`src/rtl/deq_pkg.sv`:
```
// ----------------------------------------------------------------------------
// Double-ended queue package
// Sizes, operation and status codes, and the access descriptor passed from
// the pointer control to the storage and the result path.
// ----------------------------------------------------------------------------
package deq_pkg;

	localparam int DEPTH      = 16;
	localparam int DATA_WIDTH = 32;
	localparam int PTR_W      = (DEPTH > 1) ? $clog2(DEPTH) : 1;
	localparam int CNT_W      = $clog2(DEPTH + 1);

	// Port widths fixed by the interface.
	localparam int OP_W   = 3;
	localparam int POS_W  = 4;
	localparam int WORD_W = 32;
	localparam int OCC_W  = 5;
	localparam int STAT_W = 2;

	typedef enum logic [OP_W-1:0] {
		OP_PUSH_FRONT = 3'd0,
		OP_PUSH_BACK  = 3'd1,
		OP_POP_FRONT  = 3'd2,
		OP_POP_BACK   = 3'd3,
		OP_READ       = 3'd4,
		OP_WRITE      = 3'd5
	} op_t;

	typedef enum logic [STAT_W-1:0] {
		ST_OK    = 2'd0,
		ST_EMPTY = 2'd1,
		ST_FULL  = 2'd2,
		ST_RANGE = 2'd3
	} status_t;

	typedef struct packed {
		logic             wr_en;
		logic [PTR_W-1:0] slot;
		logic             use_word;
		logic             use_rd;
		status_t          status;
	} deq_access_t;

endpackage

```
`src/rtl/deq_store.sv`:
```
// ----------------------------------------------------------------------------
// Deque storage
// Register file of DEPTH words with one write port and one read port that
// share the slot address chosen by the pointer control.
// ----------------------------------------------------------------------------
module deq_store (
	input  logic                         clk,
	input  logic                         wr_en,
	input  logic [deq_pkg::PTR_W-1:0]    slot,
	input  logic [deq_pkg::DATA_WIDTH-1:0] wr_data,
	output logic [deq_pkg::DATA_WIDTH-1:0] rd_data
);
	import deq_pkg::*;

	logic [DATA_WIDTH-1:0] mem_q [DEPTH];

	// Entries carry no reset: every slot below the count was written by a push.
	always_ff @(posedge clk) begin
		if (wr_en) begin
			mem_q[slot] <= wr_data;
		end
	end

	assign rd_data = mem_q[slot];

endmodule

```
`src/rtl/deq_ctrl.sv`:
```
// ----------------------------------------------------------------------------
// Deque pointer control
// Holds the front pointer and element count, decodes one operation, picks
// the storage slot and the status, and updates its state on each transfer.
// ----------------------------------------------------------------------------
module deq_ctrl (
	input  logic                      clk,
	input  logic                      arst_n,
	input  logic                      advance,
	input  logic [deq_pkg::OP_W-1:0]  op,
	input  logic [deq_pkg::POS_W-1:0] pos,
	output deq_pkg::deq_access_t      acc,
	output logic [deq_pkg::CNT_W-1:0] count
);
	import deq_pkg::*;

	localparam logic [PTR_W-1:0] LAST_SLOT = PTR_W'(DEPTH - 1);
	localparam logic [PTR_W:0]   DEPTH_X   = (PTR_W + 1)'(DEPTH);
	localparam logic [CNT_W-1:0] DEPTH_C   = CNT_W'(DEPTH);

	logic [PTR_W-1:0] front_q;
	logic [CNT_W-1:0] count_q;
	logic [PTR_W-1:0] front_d;
	logic [CNT_W-1:0] count_d;
	logic [PTR_W-1:0] front_dec;
	logic [PTR_W-1:0] front_inc;
	logic [CNT_W-1:0] offset;
	logic [PTR_W:0]   sum;
	logic [PTR_W-1:0] wrapped;
	logic             empty;
	logic             full;
	logic             in_range;

	assign empty     = (count_q == '0);
	assign full      = (count_q >= DEPTH_C);
	assign in_range  = (CNT_W'(pos) < count_q);
	assign front_dec = (front_q == '0) ? LAST_SLOT : front_q - PTR_W'(1);
	assign front_inc = (front_q == LAST_SLOT) ? '0 : front_q + PTR_W'(1);

	// Offset from the front: the back end for a push back, the last element for
	// a pop back, the requested position otherwise. It is always below DEPTH when
	// it is used, so one conditional subtract wraps the sum.
	always_comb begin
		unique case (op)
			OP_PUSH_BACK: offset = count_q;
			OP_POP_BACK:  offset = count_q - CNT_W'(1);
			default:      offset = CNT_W'(pos);
		endcase
	end

	assign sum     = {1'b0, front_q} + (PTR_W + 1)'(offset);
	assign wrapped = (sum >= DEPTH_X) ? PTR_W'(sum - DEPTH_X) : PTR_W'(sum);

	always_comb begin
		acc          = '0;
		acc.status   = ST_OK;
		acc.slot     = wrapped;
		front_d      = front_q;
		count_d      = count_q;
		unique case (op)
			OP_PUSH_FRONT, OP_PUSH_BACK: begin
				if (full) begin
					acc.status = ST_FULL;
				end else begin
					acc.wr_en    = 1'b1;
					acc.use_word = 1'b1;
					count_d      = count_q + CNT_W'(1);
					if (op == OP_PUSH_FRONT) begin
						acc.slot = front_dec;
						front_d  = front_dec;
					end
				end
			end
			OP_POP_FRONT, OP_POP_BACK: begin
				if (empty) begin
					acc.status = ST_EMPTY;
				end else begin
					acc.use_rd = 1'b1;
					count_d    = count_q - CNT_W'(1);
					if (op == OP_POP_FRONT) begin
						acc.slot = front_q;
						front_d  = front_inc;
					end
				end
			end
			OP_READ, OP_WRITE: begin
				if (!in_range) begin
					acc.status = ST_RANGE;
				end else begin
					acc.use_rd = 1'b1;
					acc.wr_en  = (op == OP_WRITE);
				end
			end
			default: begin
				// Unused codes leave everything as it is.
			end
		endcase
		acc.wr_en = acc.wr_en & advance;
	end

	always_ff @(posedge clk or negedge arst_n) begin
		if (!arst_n) begin
			front_q <= '0;
			count_q <= '0;
		end else if (advance) begin
			front_q <= front_d;
			count_q <= count_d;
		end
	end

	assign count = count_d;

endmodule

```
`src/rtl/double_ended_queue.sv`:
```
// ----------------------------------------------------------------------------
// Double-ended queue
// Bounded deque of data words in a circular buffer, one operation per item.
// ----------------------------------------------------------------------------
// Usage:
// Each transfer on the input channel (in_valid, in_ready) carries an opcode,
// a position and a data word. It performs one of push front, push back, pop
// front, pop back, read at a position or overwrite at a position, and gives
// exactly one result on the output channel (out_valid, out_ready): the data
// word, the occupancy after the operation and a status code. Operations that
// cannot be done are flagged in status and change nothing.
// Path: an item taken on the input channel sits in the input register, is
// executed against the queue state and lands in the result register when it
// moves on, from where the output channel shows its result.
// Throughput: one item per cycle while the receiver does not stall, set by the
// single pass through the pointer adder and the register-file read between
// the two registers. Reset clears the front pointer, the count and both valid
// flags; the data storage is not cleared. While the receiver stalls, the result
// register holds, the item in the input register waits and in_ready falls.
// ----------------------------------------------------------------------------
module double_ended_queue (
	input  logic                       clk,
	input  logic                       arst_n,
	input  logic                       in_valid,
	output logic                       in_ready,
	input  logic [deq_pkg::OP_W-1:0]   opcode,
	input  logic [deq_pkg::POS_W-1:0]  position,
	input  logic [deq_pkg::WORD_W-1:0] data_in,
	output logic                       out_valid,
	input  logic                       out_ready,
	output logic [deq_pkg::WORD_W-1:0] data_out,
	output logic [deq_pkg::OCC_W-1:0]  occupancy,
	output logic [deq_pkg::STAT_W-1:0] status
);
	import deq_pkg::*;

	logic                  valid_s1;
	logic [OP_W-1:0]       op_s1;
	logic [POS_W-1:0]      pos_s1;
	logic [DATA_WIDTH-1:0] word_s1;

	logic                  valid_s2;
	logic [WORD_W-1:0]     data_s2;
	logic [OCC_W-1:0]      occ_s2;
	status_t               status_s2;

	logic                  advance;
	deq_access_t           acc;
	logic [CNT_W-1:0]      count;
	logic [DATA_WIDTH-1:0] rd_data;
	logic [DATA_WIDTH-1:0] result;

	// The held item moves on when the result register is free or being emptied.
	assign advance  = valid_s1 && (!valid_s2 || out_ready);
	assign in_ready = !valid_s1 || advance;

	always_ff @(posedge clk or negedge arst_n) begin
		if (!arst_n) begin
			valid_s1 <= 1'b0;
		end else if (in_ready) begin
			valid_s1 <= in_valid;
		end
	end

	always_ff @(posedge clk) begin
		if (in_ready && in_valid) begin
			op_s1   <= opcode;
			pos_s1  <= position;
			word_s1 <= DATA_WIDTH'(data_in);
		end
	end

	deq_ctrl u_ctrl (
		.clk     (clk),
		.arst_n  (arst_n),
		.advance (advance),
		.op      (op_s1),
		.pos     (pos_s1),
		.acc     (acc),
		.count   (count)
	);

	deq_store u_store (
		.clk     (clk),
		.wr_en   (acc.wr_en),
		.slot    (acc.slot),
		.wr_data (word_s1),
		.rd_data (rd_data)
	);

	always_comb begin
		if (acc.use_word) begin
			result = word_s1;
		end else if (acc.use_rd) begin
			result = rd_data;
		end else begin
			result = '0;
		end
	end

	always_ff @(posedge clk or negedge arst_n) begin
		if (!arst_n) begin
			valid_s2 <= 1'b0;
		end else if (advance) begin
			valid_s2 <= 1'b1;
		end else if (out_ready) begin
			valid_s2 <= 1'b0;
		end
	end

	always_ff @(posedge clk) begin
		if (advance) begin
			data_s2   <= WORD_W'(result);
			occ_s2    <= OCC_W'(count);
			status_s2 <= acc.status;
		end
	end

	assign out_valid = valid_s2;
	assign data_out  = data_s2;
	assign occupancy = occ_s2;
	assign status    = status_s2;

endmodule

```
`config.mk`:
```
export PLATFORM = sky130hd
export DESIGN_NAME = double_ended_queue
export DESIGN_NICKNAME = d
export VERILOG_FILES = /design/src/rtl/deq_pkg.sv /design/src/rtl/deq_store.sv /design/src/rtl/deq_ctrl.sv /design/src/rtl/double_ended_queue.sv
export SDC_FILE = /design/constraint.sdc
export NUM_CORES = 1
export LEC_CHECK = 0
export BUFFER_PORTS_ARGS = -buffer_cell sky130_fd_sc_hd__buf_2
export CORE_ASPECT_RATIO = 0.7
export CORE_MARGIN = 5
export CORE_UTILIZATION = 40
export DETAILED_ROUTE_END_ITERATION = 8
export GPL_TIMING_DRIVEN = 1
export SETUP_SLACK_MARGIN = 0.4
export SYNTH_ARGS = -nofsm -noshare
export SYNTH_HDL_FRONTEND = slang
export SYNTH_SLANG_ARGS = --single-unit
```
`constraint.sdc`:
```
create_clock -name clk -period 18.3 [get_ports clk]
set_input_delay 3.66 -clock clk [delete_from_list [all_inputs] [get_ports clk]]
set_output_delay 3.66 -clock clk [all_outputs]
set_load 0.05 [all_outputs]
```
# ---- Yosys cells after proc, flatten, opt, wreduce, memory -nomap -nowiden
# Memories as Yosys holds them, arrays and structs flattened.
# Cells that the tools add are included.
dict set report word_totals {
  elab_cells 79
  mem_count 1
  ram_bits 512
  regBits 89
}
dict set report op_classes {
  n_eq_ne 10
  n_mux 33
  bitwise 1
  n_reduce_logical 15
  n_lt_le_gt_ge 3
  n_addsub 6
}
# memory depth word_bits read_ports rd_ports_with_merged_regs wr line
set mem_list {}
lappend mem_list {u_store.mem_q 16 32 1 0 1 deq_store.sv:15} ;# logic [DATA_WIDTH-1:0] mem_q [DEPTH];
# op n
set op_table {}
lappend op_table {{32-bit two-way mux} 2}
lappend op_table {{4-bit two-way mux} 10}
lappend op_table {{5-bit one-hot mux with 2 select lines} 2}
lappend op_table {{4-bit one-hot mux with 2 select lines} 2}
lappend op_table {{5-bit >= comparator (second input constant)} 2}
lappend op_table {{5-bit two-way mux} 2}
lappend op_table {{1-bit two-way mux} 9}
lappend op_table {{4-bit by 1-bit subtractor with 4-bit output (second input constant)} 2}
lappend op_table {{3-bit by 2-bit == test with 1-bit output (second input constant)} 2}
lappend op_table {{3-bit == test (second input constant)} 2}
lappend op_table {{6-bit two-way mux} 1}
lappend op_table {{2-bit one-hot mux with 3 select lines} 1}
lappend op_table {{6-bit AND reduction} 1}
lappend op_table {{2-bit OR reduction} 3}
lappend op_table {{4-bit by 5-bit adder with 5-bit output} 1}
lappend op_table {{5-bit by 1-bit adder with 5-bit output (second input constant)} 1}
lappend op_table {{5-bit zero test} 1}
lappend op_table {{4-bit by 5-bit < comparator with 1-bit output} 1}
lappend op_table {{5-bit by 1-bit subtractor with 5-bit output (second input constant)} 1}
lappend op_table {{4-bit by 1-bit adder with 4-bit output (second input constant)} 1}
lappend op_table {{4-bit == test (second input constant)} 1}
lappend op_table {{4-bit zero test} 1}
lappend op_table {{2-bit two-way mux} 2}
lappend op_table {{2-bit by 1-bit inequality test with 1-bit output (second input constant)} 2}
lappend op_table {{9 further kinds} 15}

# ---- Logic depth before layout (Yosys ltp)
dict set report depth {
  ltp_word 11
  ltp_mapped 16
  depth_no_buf 13
}

# ---- Cells and area by module
# Synthesis repeated with hierarchy kept, for this count alone.
dict set report unflattened {
  hier_cells 1122
  area_unflattened_um2 23392.4
}
# mod n_inst cells_per_inst area_per_inst_um2
set by_module_without_submodules {}
lappend by_module_without_submodules {deq_store 1 808 19222.2}
lappend by_module_without_submodules {double_ended_queue 1 128 2788.9}
lappend by_module_without_submodules {deq_ctrl 1 186 1381.3}

# ---- Worst setup path before layout
# Ideal clock, no wire load.
dict set report synth_path {
  path_kind {input-to-output}
  startpoint {in out_ready}
  endpoint {out in_ready}
  t_arrival_ps 4143
  stages 1
  path_slack_ps 10497
  path_cell_list {nand3b_1}
}
dict set report synth_via {
  elab_chain_len 3
}
# element line
set synth_lines {}
lappend synth_lines {{start, declared} double_ended_queue.sv:30} ;# input logic out_ready,
lappend synth_lines {{1-bit logical OR} double_ended_queue.sv:54} ;# assign advance = valid_s1 && (!valid_s2 || out_ready);
lappend synth_lines {{1-bit logical AND} double_ended_queue.sv:54}
lappend synth_lines {{1-bit logical OR} double_ended_queue.sv:55} ;# assign in_ready = !valid_s1 || advance;
lappend synth_lines {{end, declared} double_ended_queue.sv:25} ;# output logic in_ready,
# Every way passes these cells.

# ---- Worst setup path in the final report
# Ends and elaborated chain as after synthesis.

==> results.yml <==
synthesis:
  synth.largest_area_cell: "sky130_fd_sc_hd__edfxtp_1"
  syn_area_um2: 23800
  ys_ff_latch: 601
  postSynthCellCount: 1473
  netlist.area_leader.share: 0.745
  synth_seq_area_share: 0.756
  postSynth.topFlopCell: "sky130_fd_sc_hd__edfxtp_1"
  mappedNetlistNets: 1527
  number_of_flops_mapped_to_enable_cells_by_yosys: 590
  ys_async_sr_fraction: 0.0183
  synth_top_cells_by_count: "sky130_fd_sc_hd__edfxtp_1 (590), sky130_fd_sc_hd__nand2_1 (290), sky130_fd_sc_hd__nand3_1 (120)"
  synth_most_common_cell: "sky130_fd_sc_hd__edfxtp_1"
  yosysUniqueCellTypes: 49
  post_synth_main_area_contributors: "sky130_fd_sc_hd__edfxtp_1 (74%), sky130_fd_sc_hd__mux4_2 (6.1%), sky130_fd_sc_hd__nand2_1 (4.6%)"
  synth_warnings: 0
  syn-mean-instance-area_um2: 16.2
clock_network:
  post_cts.resized_instances: 0
  cts-buffers-inserted: 55
  h-tree-depth: 2
  clock_latency_on_the_worst_skew_pair_ns: 0.61
  cts.sinks: 601
  cts_tree: "built"
  clkTransAtPathRegs_ns: 0.06
  clock-root-buffer: "sky130_fd_sc_hd__clkbuf_16"
  cts_setup_buffers: 0
  postCtsHoldBufs: 0
  clock_path_buffers: 3
final_layout:
  antenna_cells: 0
  final_core_utilization: 0.460
  fin_cells: 2402
  nets: 1613
  drive_above_1_share: 0.193
  design_area_um2: 27000
  area.growth.synth_to_final_pct: 13.4
power_and_ir_drop:
  combPwrFrac: 0.366
  worst_ir_drop_vdd_mv: 0.120
  power_report.internal_total_mw: 2.80
  p_sw_frac: 0.365
  power-per-cell-area_nw_per_um2: 164
  power.sequential.fraction: 0.381
  cellLeakagePower_nw: 8.92
  power.share.clock: 0.253
  p_total_mw: 4.41
  netSwitchingPower_mw: 1.61
placement:
  gp_congestion: 0.740
  io_buffer_count: 83
  placement.setup.worst_slack_ns: 10.48
  dp_cells: 2300
  post_dp_cell_area_um2: 25200
  dp_hpwl_um: 30500
worst_hold_path:
  worstHoldPathCells: 1
  hp-class: "reg2reg"
worst_setup_path:
  ff2ff_path_depth: 11
  setup.worst_path.class: "in2out"
  critical_path.max_fanout: 3
  crit_arrival_ns: 4.16
  endpoint_kind: "output pin"
  category_of_the_worst_setup_path_launch_point: "input pin"
  worstPathRequired_ns: 14.64
sta:
  setup_total_negative_slack_ns: 0
  setup_ws_ns: 10.48
  fmax_mhz: 128
  clock-skew-final_ns: 0.0307
  part_of_the_cycle_the_worst_path_needs: 0.427
  rsz0062_at_grt: "no"
  normalized_max_slew_margin: 0.259
  hold_slack_ns: 0.505
  tightestPinTransition_ns: 1.11
  finalSetupViolations: 0
  finalWorstPathRequiredPeriod_ns: 7.82
  hold_viol_final: 0
  max_slew_violation_total_from_the_final_report: 0
die:
  die-area_um2: 64500
  start_util: 0.406
  die_h_um: 214
  design.core.area_um2: 58600
  floorplan.die.width_um: 302
  num_io_pins: 84
  number_of_placement_rows: 74
global_route:
  grt_first_pass_wirelength_um: 83800
  global_routing_usage_summed_across_all_routing_layers: 0.169
  grt_start_max_net_pins: 79
  number_of_global_route_vias_before_repair: 13256
  global_route.overflow_total: 0
  number_of_antenna_violations_at_the_first_check_in_global_routing: 1
run:
  cap_viol_max_count: 0
route:
  wl_um: 54900
  top_signal_layer_used: "met4"
  vias_per_cell: 5.42
  met1_length_um: 25100
  met2WireLength_um: 24400
  detail_route.wl_per_cell_um: 22.8
  drc: 0
  routed-wl-met3_um: 4370
  drtIter0Drc: 1312
  route.antenna.remaining_nets: 0
  detailedRoute.firstPassIterationCount: 5
  num_vias: 13016
outcome:
  status: "complete, no violations"
power groups by stage:
| stage | logic (mW) | registers [mW] | clock network (mW) |
|---|---|---|---|
| 6_report | 1.61 | 1.68 | 1.12 |
| 5_1_grt | 1.77 | 1.69 | 1.20 |
| 4_1_cts | 1.63 | 1.68 | 1.14 |
| 3_5_place_dp | 1.63 | 1.71 | 0 |
| 3_3_place_gp | 1.61 | 1.70 | 0 |
| 2_1_floorplan | 1.09 | 1.77 | 0 |
layout by cell type (no fill, tap or decap), types with 5 or more instances in the layout:
cell type,instances
sky130_fd_sc_hd__nand3_1,120
sky130_fd_sc_hd__a21oi_1,27
sky130_fd_sc_hd__clkinv_1,13
sky130_fd_sc_hd__clkbuf_16,55
sky130_fd_sc_hd__a211oi_1,15
sky130_fd_sc_hd__nor2_1,23
sky130_fd_sc_hd__and3_1,18
sky130_fd_sc_hd__nand2_1,290
sky130_fd_sc_hd__clkinv_2,11
sky130_fd_sc_hd__a311oi_1,16
sky130_fd_sc_hd__nand2b_1,8
sky130_fd_sc_hd__nor2_4,6
sky130_fd_sc_hd__mux4_2,64
sky130_fd_sc_hd__buf_2,83
sky130_fd_sc_hd__a21boi_0,17
sky130_fd_sc_hd__o21ai_0,14
sky130_fd_sc_hd__nor2b_4,5
sky130_fd_sc_hd__clkbuf_1,11
sky130_fd_sc_hd__edfxtp_1,590
sky130_fd_sc_hd__inv_1,10
sky130_fd_sc_hd__xnor2_1,12
sky130_fd_sc_hd__o41ai_1,15
sky130_fd_sc_hd__ha_1,10
sky130_fd_sc_hd__mux2_2,19
sky130_fd_sc_hd__a221o_1,17
sky130_fd_sc_hd__nand3b_1,18
sky130_fd_sc_hd__dfrtp_1,11
sky130_fd_sc_hd__buf_4,37
path summary, 6_finish.rpt:
kind,from,end,slack (ns)
min,valid_s1,out_valid,0.51
max in group asynchronous,arst_n,u_ctrl.front_q[1],15.13
min reg2reg,valid_s1,out_valid,0.51
min in group asynchronous,arst_n,u_ctrl.count_q[4],2.94
max reg2reg,u_ctrl.count_q[0],u_store.mem_q[9][2],12.75
max,out_ready,in_ready,10.48
layer usage:
layer / GRT usage / vias to the layer above
met4: 0.0319 / 0
li1: - / 5860
met2: 0.256 / 441
met5: 0 / -
met1: 0.255 / 6635
met3: 0.0381 / 80
cell type report:
cell class,instances,area (µm²)
well taps,798,998
repair buffers,120,693
clock inverters,36,312
multi-input cells,770,5520
flip-flops and latches,601,18000
fillers,4980,31600
clock buffers,66,1420
inverters,11,41.3
worst max-delay path, stage by stage:
cell and delay (ns):
sky130_fd_sc_hd__buf_2 0.10, sky130_fd_sc_hd__nand3b_1 0.17, sky130_fd_sc_hd__buf_2 0.23
sequential cells by signal (all words and copies together), names as in the netlist:
| register | count |
|---|---|
| u_ctrl.front_q | 4 |
| occupancy | 5 |
| status | 2 |
| data_out | 32 |
| u_store.mem_q | 512 |
| out_valid | 1 |
| word_s1 | 32 |
| op_s1 | 3 |
| u_ctrl.count_q | 5 |
| pos_s1 | 4 |
| valid_s1 | 1 |
cell families (layout without fill, tap and decap cells):
| family | count (synthesis) | count (layout) | synth area share |
|---|---|---|---|
| buffers and inverters | 102 | 233 | 0.0184 |
| muxes | 83 | 83 | 0.0696 |
| adders and majority gates | 11 | 11 | 0.00610 |
| xor gates and xnor gates | 14 | 14 | 0.00515 |
| AOI/OAI and AO/OA | 149 | 149 | 0.0472 |
| DFF | 601 | 601 | 0.756 |
| and+or+nand+nor | 513 | 513 | 0.0975 |
Power figures use the tool's default switching activity.
